==> config.mk <==
export PLATFORM = sky130hd
export DESIGN_NAME = ypp_div_cell
export DESIGN_NICKNAME = d
export VERILOG_FILES = /design/src/assert_macros.svh /design/src/ypp_pkg.sv /design/src/ypp_div_cell.sv
export SDC_FILE = /design/constraint.sdc
export NUM_CORES = 1
export LEC_CHECK = 0
export BUFFER_PORTS_ARGS = -buffer_cell sky130_fd_sc_hd__buf_2
export CORE_AREA = 2 2 249 251
export CTS_CLUSTER_DIAMETER = 30
export DETAILED_ROUTE_END_ITERATION = 8
export DIE_AREA = 0 0 251 253
export GPL_TIMING_DRIVEN = 0
export PLACE_DENSITY = 0.57
export SLEW_MARGIN = 20
export SYNTH_ARGS = -nofsm -noshare
export SYNTH_HDL_FRONTEND = slang
export SYNTH_SLANG_ARGS = --single-unit
==> constraint.sdc <==
create_clock -name clk -period 0.8 [get_ports clk]
set_input_delay 0.16 -clock clk [delete_from_list [all_inputs] [get_ports clk]]
set_output_delay 0.16 -clock clk [all_outputs]
set_load 0.03 [all_outputs]
==> src/assert_macros.svh <==
// ----------------------------------------------------------------------------
// Assertion macros
// Shared concurrent assertion forms for the projector RTL.
// ----------------------------------------------------------------------------
`ifndef ASSERT_MACROS_SVH
`define ASSERT_MACROS_SVH

// same-cycle implication
`define ASSERT_IMP(label, clk, rst_n, ante, cons, msg) \
    label: assert property (@(posedge clk) disable iff (!rst_n) (ante) |-> (cons)) \
        else $error(msg);

// next-cycle implication
`define ASSERT_NXT(label, clk, rst_n, ante, cons, msg) \
    label: assert property (@(posedge clk) disable iff (!rst_n) (ante) |=> (cons)) \
        else $error(msg);

`endif

==> src/ypp_pkg.sv <==
// ----------------------------------------------------------------------------
// ypp_pkg
// Widths, types, constants and helpers of the perspective projector.
// ----------------------------------------------------------------------------
`default_nettype none

package ypp_pkg;

    localparam int SCREEN_CENTER_X = 640;
    localparam int SCREEN_CENTER_Y = 360;

    localparam int PW = 33;          // world minus camera
    localparam int RW = 36;          // after yaw rotation
    localparam int CW = 37;          // camera space coordinates
    localparam int DW = 37;          // divisor and remainder
    localparam int NW = 54;          // dividend
    localparam int QW = 44;          // quotient bits, one cell each
    localparam int HW = NW - QW;     // dividend bits preloaded into remainder

    localparam logic signed [CW-1:0] NEAR_LIMIT = CW'(655);
    localparam logic signed [39:0] OFFSCREEN = -40'sd65536000000;
    localparam logic signed [62:0] MAX40_W = 63'sd549755813887;
    localparam logic signed [62:0] MIN40_W = -63'sd549755813888;
    localparam logic signed [62:0] CENTER_X_Q = 63'(longint'(SCREEN_CENTER_X) << 16);
    localparam logic signed [62:0] CENTER_Y_Q = 63'(longint'(SCREEN_CENTER_Y) << 16);

    typedef enum logic [2:0] {
        REG_CAM_X     = 3'd0,
        REG_CAM_Y     = 3'd1,
        REG_CAM_Z     = 3'd2,
        REG_COS_YAW   = 3'd3,
        REG_SIN_YAW   = 3'd4,
        REG_COS_PITCH = 3'd5,
        REG_SIN_PITCH = 3'd6,
        REG_FOCAL     = 3'd7
    } cfg_index_t;

    typedef struct packed {
        logic [DW-1:0] rem;
        logic [QW-1:0] nq;   // dividend bits still to bring down, quotient shifts in
    } div_lane_t;

    typedef struct packed {
        logic                 behind;
        logic                 neg_x;
        logic                 neg_z;
        logic signed [CW-1:0] depth;
        logic [DW-1:0]        den;
        div_lane_t            lx;
        div_lane_t            lz;
        div_lane_t            ls;
    } div_cell_t;

    typedef struct packed {
        logic signed [39:0] screen_x;
        logic signed [39:0] screen_y;
        logic signed [39:0] depth;
        logic [31:0]        scale;
        logic               behind;
    } result_t;

    function automatic div_lane_t div_step(div_lane_t lane, logic [DW-1:0] den);
        logic [DW:0] trial;
        logic        ge;
        div_lane_t   res;
        trial = {lane.rem, lane.nq[QW-1]};
        ge = trial >= {1'b0, den};
        if (ge)
        begin
            res.rem = DW'(trial - {1'b0, den});
        end
        else
        begin
            res.rem = trial[DW-1:0];
        end
        res.nq = {lane.nq[QW-2:0], ge};
        return res;
    endfunction

    function automatic logic signed [39:0] sat40(logic signed [62:0] v);
        logic signed [39:0] r;
        if (v > MAX40_W)
        begin
            r = MAX40_W[39:0];
        end
        else if (v < MIN40_W)
        begin
            r = MIN40_W[39:0];
        end
        else
        begin
            r = v[39:0];
        end
        return r;
    endfunction

endpackage

`default_nettype wire

==> src/ypp_div_cell.sv <==
// ----------------------------------------------------------------------------
// ypp_div_cell
// One restoring division step for the x, z and scale quotients.
// ----------------------------------------------------------------------------
`default_nettype none

module ypp_div_cell import ypp_pkg::*;
(
    input  wire logic      clk,
    input  wire logic      rst_n,
    input  wire logic      en,
    input  wire logic      in_valid,
    input  wire div_cell_t in_cell,
    output logic           out_valid,
    output div_cell_t      out_cell
);

    logic      valid_reg;
    div_cell_t cell_reg;
    div_cell_t cell_next;

    always_comb
    begin
        cell_next    = in_cell;
        cell_next.lx = div_step(in_cell.lx, in_cell.den);
        cell_next.lz = div_step(in_cell.lz, in_cell.den);
        cell_next.ls = div_step(in_cell.ls, in_cell.den);
    end

    always_ff @(posedge clk or negedge rst_n)
    begin
        if (!rst_n)
        begin
            valid_reg <= 1'b0;
        end
        else if (en)
        begin
            valid_reg <= in_valid;
        end
    end

    always_ff @(posedge clk)
    begin
        if (en)
        begin
            cell_reg <= cell_next;
        end
    end

    assign out_valid = valid_reg;
    assign out_cell  = cell_reg;

endmodule

`default_nettype wire

After elaboration in Yosys (flattened, before gate mapping)
Index checks and enable logic that the tools add are counted.

word-level totals
  word-level logic and storage cells = 21
  flip-flop bits (word level) = 321
  output and inout bits = 321

operators by class
  add/sub/neg operators = 3
  order comparisons = 3
  multiplexer cells = 3

operator list
  cell            number
  $ge 38x37->1    3
  $mux 37         3
  $sub 37x37->37  3

Longest topological paths before layout
Gate-level depths: netlist (run 1).

  word-level depth = 2
  mapped depth = 15
  depth with buffers taken out = 14

Least setup slack after synthesis (run 1)
Ideal clock, no wire load.

  path type = input to register
  from = input port in_cell[124] in the netlist's numbering
  to = register cell_reg, in the netlist out_cell[139], data pin
  stages on the path = 13
  setup time = 0.260 ns
  setup slack = -2.381 ns
  data arrival time = 2.921 ns
  cell sequence = inv_1 ha_1 inv_1 fa_1 a21o_1 a21oi_1 o21ai_0 a211o_1 a32oi_1 a211oi_1 o21ai_1 buf_2 mux2_2

RTL lines
  item                  line                source
  start, declared       ypp_div_cell.sv:13  input wire div_cell_t in_cell,
  end signal, assigned  ypp_div_cell.sv:46  cell_reg <= cell_next;
  end, declared         ypp_div_cell.sv:19  div_cell_t cell_reg;

==> results.py, run 1 <==
metrics = {
    "status": {
        "status": "complete, but fails checks",
        "violations": "setup timing",
    },
    "detailed_routing": {
        "remaining_drc_errors": 0,
        "wl_per_cell_um": 24.8,
        "postRouteAntennaNets": 0,
        "route.met2.wl_um": 44500,
        "vias": 16718,
        "firstDrtPassIters": 5,
        "drtIter0Drc": 878,
        "wl_met3_um": 5640,
        "wirelength_met1_um": 31100,
        "vias_per_cell": 4.88,
        "drt_wl_total_um": 84800,
        "top_layer_used": "met5",
    },
    "place": {
        "dp_hpwl_um": 65000,
        "port_buffers": 644,
        "place_congestion": 0.893,
    },
    "yosys": {
        "synthAdderAreaFrac": 0.0857,
        "synthesis.nets": 1886,
        "synth_compound_area_frac": 0.160,
        "synth_seq_cells": 321,
        "ys.flop_type": "edfxtp_1",
        "synth_edf_count": 320,
        "synth_cell_type_count": 73,
        "ys_seq_area_frac": 0.570,
        "synthXorXnorAreaFrac": 0.0461,
        "synth_top_family_by_area": "compound AO/OA/AOI/OAI gates",
        "syn_avg_cell_area_sq_um": 11.7,
        "synthArstFlopShare": 0.00312,
        "synth-simple-area-share": 0.0969,
        "muxShareOfSynthArea": 0.0136,
        "syn_inst": 1448,
        "ys_warn_count": 0,
        "syn_area_sq_mm": 0.0169,
    },
    "cts": {
        "clock_latency_ns": 0.60,
        "root_buffer": "clkbuf_16",
        "cts_buffers": 85,
        "clockBufferDepth": 3,
        "cts_sinks": 321,
        "cts_htree_levels": 3,
        "clk_pin_slew_worst_paths_ns": 0.05,
        "cts_tree": "built",
    },
    "floorplan": {
        "ios": 645,
        "initial_core_util": 0.277,
        "coreArea_sq_mm": 0.0610,
        "die_h_um": 253,
        "fp.dieArea_sq_mm": 0.0635,
        "fp.dieW_um": 251,
        "rows": 91,
    },
    "run": {
        "maxCapViolations": 0,
    },
    "global_route": {
        "overflow": 0,
        "grt_pass1_wl_um": 117000,
        "antenna_found_initial": 31,
        "grt_pass1_vias": 17222,
        "grt_max_degree": 97,
        "track_usage": 0.257,
    },
    "pwr": {
        "comb_power_share": 0.252,
        "clkPwrFrac": 0.459,
        "p_per_area_mw_per_mm2": 2480,
        "ir_drop_v": 0.00135,
        "p_leak_nw": 12.5,
        "pwr-share-seq": 0.289,
        "switching_share": 0.314,
        "p_int_mw": 50.7,
        "power.total_mw": 73.9,
        "p_switching_mw": 23.2,
    },
    "timing": {
        "rsz0062_at_grt": "yes",
        "finalSetupViolCount": 684,
        "maxSlewViolCount": 0,
        "hold_viol_final": 0,
        "max_freq_mhz": 381,
        "period_share": 3.28,
        "tightest_slew_ns": 0.631,
        "fin_ws_ns": -1.82,
        "min_period_ns": 2.62,
        "finClkSkew_ns": 0,
        "whs_ns": 0.0423,
        "slew_headroom": 0.569,
    },
    "finish": {
        "layout-drive-gt1-share": 0.426,
        "final_common_cell": "buf_2",
        "final_nets": 2997,
        "utilization": 0.488,
        "layout_common_cells": "612 x buf_2, 320 x dlygate4sd3_1, 320 x edfxtp_1",
        "syn2layout_area_growth_pct": 76.1,
    },
    "critical_path": {
        "cp.arrival_ns": 2.97,
        "cp.required_ns": 1.15,
        "critPathMaxFanout": 7,
        "path_buf_inv": 5,
        "cpMostUsedCell": "buf_12",
        "cpPeakStageDelay_ns": 0.42,
        "startpoint_type": "input port",
        "critPathKind": "in2reg",
        "cp_slowest_cell": "o311a_1",
        "critical-path-top-delay-family": "compound AO/OA/AOI/OAI gates",
        "crit_chain": "buf_8 > clkinvlp_4 > buf_12 > fa_2 > a21oi_4 > o211ai_1 > nand4_1 > a21oi_2 > o311a_1 > o211a_1 > o32ai_4 > buf_12 > buf_12 > mux2_4",
        "crit_path_end_kind": "register",
    },
    "min_path": {
        "holdCritPathClass": "in2reg",
    },
}
-- power groups by stage --
| stage | clock network, mW | logic (mW) | registers (mW) |
|---|---|---|---|
| after floorplan | 0 | 5.64 | 25.3 |
| after global placement | 0 | 15.1 | 21.8 |
| after detailed placement | 0 | 15.2 | 21.6 |
| after CTS | 34.4 | 18.0 | 21.4 |
| after global routing | 35.5 | 19.7 | 21.5 |
| final | 33.9 | 18.6 | 21.4 |
-- state kept, by name, indices dropped and copies added (netlist names) --
name / cells
out_cell: 320
out_valid: 1
-- layout make-up --
cell class                 instances  area (sq um)
clock buffer                      89          2160
clock inverter                    68           717
antenna                            4          10.0
timing repair buffer            1037          7410
inverter                          80           399
fill                            5581         31300
multi-input combinational       1008          8070
buffer                            26           389
sequential                       321          9640
tap                              790           988
-- cells by family (layout without fill, tap and decap cells) --
kind of cell	after synthesis	in the layout
compound gates	429	429
mux	21	21
xor+xnor	89	89
flops	321	321
simple gates	355	355
buf+inv	119	1300
other cells	0	4
fa+ha+maj	114	114
-- per-stage QoR --
| step | TNS [ns] | instance area, sq um | cells | worst slack (ns) |
|---|---|---|---|---|
| finish | -407.76 | 29800 | 3423 | -1.82 |
| global route | -437.96 | 29800 | 3421 | -1.87 |
| CTS | -413.02 | 29100 | 3401 | -1.81 |
| detailed placement | -556.13 | 21700 | 2885 | -3.21 |
| global placement | -2002.34 | 21600 | 2882 | -5.53 |
| floorplan | -213.48 | 17300 | 1448 | -2.19 |
-- layer usage --
layer | track usage | vias to the layer above
li1 | - | 7737
met1 | 0.270 | 8186
met2 | 0.482 | 587
met5 | 0 | -
met4 | 0.0993 | 44
met3 | 0.0739 | 164
-- Yosys cell counts (all sizes together), types with 4 or more instances --
cell type,count,share of area
a2111oi,5,0.0030
a211oi,13,0.0064
a21boi,6,0.0029
a21o,54,0.024
a21oi,125,0.038
a31oi,11,0.0041
a41oi,5,0.0026
and2,11,0.0041
and3,4,0.0015
and4,7,0.0036
buf,10,0.0035
clkbuf,29,0.0064
edfxtp,320,0.57
ha,111,0.082
inv,80,0.018
mux2,16,0.011
mux2i,5,0.0030
nand2,130,0.029
nand2b,6,0.0022
nand3,31,0.0092
nand4,23,0.0085
nor2,89,0.020
nor2b,8,0.0030
nor3,19,0.0056
nor3b,5,0.0022
nor4,4,0.0015
o211ai,7,0.0031
o21a,9,0.0040
o21ai,121,0.036
o21bai,23,0.010
o31ai,12,0.0053
or2,7,0.0026
or3,8,0.0030
xnor2,48,0.025
xor2,41,0.021
-- repair_timing --
action | in CTS | in global routing
hold endpoints to repair | 317 | 2
gates resized for setup | 242 | 106
pin swaps | 43 | 38
buffers inserted | 50 | 21
gates cloned | 0 | 0
hold buffers | 318 | 2
setup endpoints to repair | 684 | 684
-- worst paths after layout --
check / startpoint / to / slack, ns / cells after the start
max: in_cell[244] / out_cell[45] / -1.82 / 14
min: en / out_cell[101] / 0.04 / 1
max reg2reg: out_valid / out_valid / 0.04 / 1
min reg2reg: out_valid / out_valid / 0.51 / 1
max in group asynchronous: rst_n / out_valid / 0.28 / 3
min in group asynchronous: rst_n / out_valid / 0.41 / 3
Note: power is estimated with default switching activity, not from simulation.
==> run 2: changes to the inputs <==
Settings changed: CORE_AREA 2 2 249 251 to 4 4 245 247, DIE_AREA 0 0 251 253 to 0 0 249 251.
Clock period 0.8 ns to 2.6 ns, I/O delays scaled along.
==> run 2 against run 1 <==
The flow still finishes with violations (setup timing). Worst hold slack gained 0.030 ns. Non-clock buffer count shrank 278. Worst setup slack gained 1.4 ns. Cell area shrank 8.5%. Via count shrank 6.2%. Sequential share of layout area grew 3.0 points. Critical endpoint is now out_cell[139].
==> results.py, run 2 (synthesis results as in run 1) <==
metrics = {
    "critical_path": {
        "crit_path_end_kind": "register",
        "regToRegStartpoint": "out_valid",
        "reg2reg_slack_ns": 1.86,
        "cp.arrival_ns": 3.40,
        "r2r-end": "out_valid",
        "startpoint_type": "input port",
        "cp.required_ns": 2.94,
        "ff2ff_path_depth": 1,
        "critPathMaxFanout": 5,
        "critPathKind": "in2reg",
    },
    "pwr": {
        "p_int_mw": 15.4,
        "pwr-share-seq": 0.291,
        "ir_drop_v": 0.000621,
        "p_leak_nw": 11.5,
        "comb_power_share": 0.251,
        "p_switching_mw": 7.16,
        "clkPwrFrac": 0.458,
        "switching_share": 0.317,
        "p_per_area_mw_per_mm2": 828,
        "power.total_mw": 22.6,
    },
    "detailed_routing": {
        "remaining_drc_errors": 0,
        "vias": 15678,
        "postRouteAntennaNets": 0,
        "drtIter0Drc": 835,
        "drt_wl_total_um": 81200,
        "vias_per_cell": 5.01,
        "wl_per_cell_um": 25.9,
        "firstDrtPassIters": 5,
    },
    "cts": {
        "cts_htree_levels": 3,
        "clock_latency_ns": 0.62,
        "cts_buffers": 86,
        "root_buffer": "clkbuf_16",
        "cts_sinks": 321,
        "cts_tree": "built",
        "clk_pin_slew_worst_paths_ns": 0.04,
        "clockBufferDepth": 3,
    },
    "min_path": {
        "whs_path_depth": 1,
        "holdCritPathClass": "in2reg",
        "worstHoldStart": "in_cell[285]",
        "min_to": "out_cell[285]",
    },
    "floorplan": {
        "initial_core_util": 0.294,
        "die_h_um": 251,
        "fp.dieW_um": 249,
        "fp.dieArea_sq_mm": 0.0625,
        "ios": 645,
        "rows": 88,
        "coreArea_sq_mm": 0.0576,
    },
    "timing": {
        "maxSlewViolCount": 0,
        "slew_headroom": 0.548,
        "fin_ws_ns": -0.463,
        "finalSetupViolCount": 114,
        "finClkSkew_ns": 0,
        "rsz0062_at_grt": "yes",
        "hold_viol_final": 0,
        "tns_ns": -40.80,
        "tightest_slew_ns": 0.672,
        "min_period_ns": 3.06,
        "max_freq_mhz": 327,
        "period_share": 1.18,
    },
    "finish": {
        "layout_common_cells": "636 x buf_2, 320 x edfxtp_1, 118 x nand2_1",
        "largest_reg_flops": 320,
        "fillers": 5297,
        "syn2layout_area_growth_pct": 61.1,
        "final_common_cell": "buf_2",
        "final_nets": 2720,
        "layout-drive-gt1-share": 0.509,
    },
    "global_route": {
        "antenna_found_initial": 28,
        "grt_pass1_wl_um": 113000,
        "overflow": 0,
        "grt_pass1_vias": 16387,
        "grt_max_degree": 98,
        "track_usage": 0.248,
    },
    "status": {
        "status": "complete, but fails checks",
        "violations": "setup timing",
    },
    "run": {
        "maxCapViolations": 0,
    },
    "place": {
        "place_congestion": 0.923,
        "dp_hpwl_um": 63000,
        "port_buffers": 644,
    },
}
-- run 2: power groups by stage --
stage               Sequential (mW)  Combinational (mW)  Clock (mW)
finish                         6.56                5.67        10.3
global placement               6.69                4.59           0
floorplan                      7.79                1.74           0
detailed placement             6.64                4.62           0
global route                   6.61                5.99        10.9
CTS                            6.57                5.52        10.5
-- run 2: cell type report --
| cell class | instances | area (sq um) | area share |
|---|---|---|---|
| antenna | 13 | 32.5 | 0.00119 |
| clock inverter | 62 | 683 | 0.0251 |
| buffer | 26 | 388 | 0.0142 |
| inverter | 80 | 385 | 0.0141 |
| tap | 765 | 957 | 0.0351 |
| multi-input combinational | 1008 | 8310 | 0.305 |
| clock buffer | 97 | 2190 | 0.0805 |
| sequential | 321 | 9630 | 0.354 |
| timing repair buffer | 759 | 4670 | 0.171 |
-- run 2: critical path, stage by stage --
cell and delay, ns:
buf_8 0.08, clkinvlp_4 0.08, buf_6 0.13, buf_4 0.14
fa_2 0.36, a21o_1 0.18, a21oi_2 0.17, o21ai_2 0.09
a211o_4 0.36, a32oi_4 0.29, a211oi_4 0.11, o21ai_4 0.25
buf_12 0.18, buf_12 0.14, mux2_4 0.30
-- run 2: layer usage --
metal | wire [um] | track usage | up-vias
li1 | - | - | 7205
met1 | 28500 | 0.258 | 7718
met2 | 43900 | 0.474 | 581
met3 | 5940 | 0.0743 | 150
met4 | 2670 | 0.0851 | 24
met5 | 161 | 0 | -
-- run 2: repair_timing --
action | in CTS | in global routing
gates resized for setup | 335 | 100
endpoints found under the hold margin | 1 | 0
hold buffers | 1 | 0
pin swaps | 71 | 36
cloned | 16 | 2
endpoints found under the setup margin | 114 | 114
setup buffers | 81 | 26
-- run 2: worst max path at each step --
stage | to | start | slack [ns] | cells past startpoint
global placement | out_valid | en | -4.11 | 2
global route | out_cell[227] | in_cell[243] | -0.50 | 17
floorplan | out_cell[239] | in_cell[257] | -0.75 | 12
detailed placement | out_cell[45] | in_cell[243] | -1.80 | 13
CTS | out_cell[227] | in_cell[244] | -0.41 | 17
finish | out_cell[139] | in_cell[244] | -0.46 | 15
-- run 2: per-stage QoR --
| step | util | cells | worst slack [ns] | hold WS [ns] | area, sq um |
|---|---|---|---|---|---|
| floorplan | - | 1448 | -0.751 | 0.224 | 17300 |
| global placement | 0.374 | 2857 | -4.11 | 0.295 | 21500 |
| detailed placement | 0.375 | 2860 | -1.80 | 0.300 | 21600 |
| CTS | 0.465 | 3110 | -0.413 | 0.0285 | 26800 |
| global route | 0.473 | 3118 | -0.501 | 0.0324 | 27200 |
| finish | 0.473 | 3131 | -0.463 | 0.0720 | 27200 |
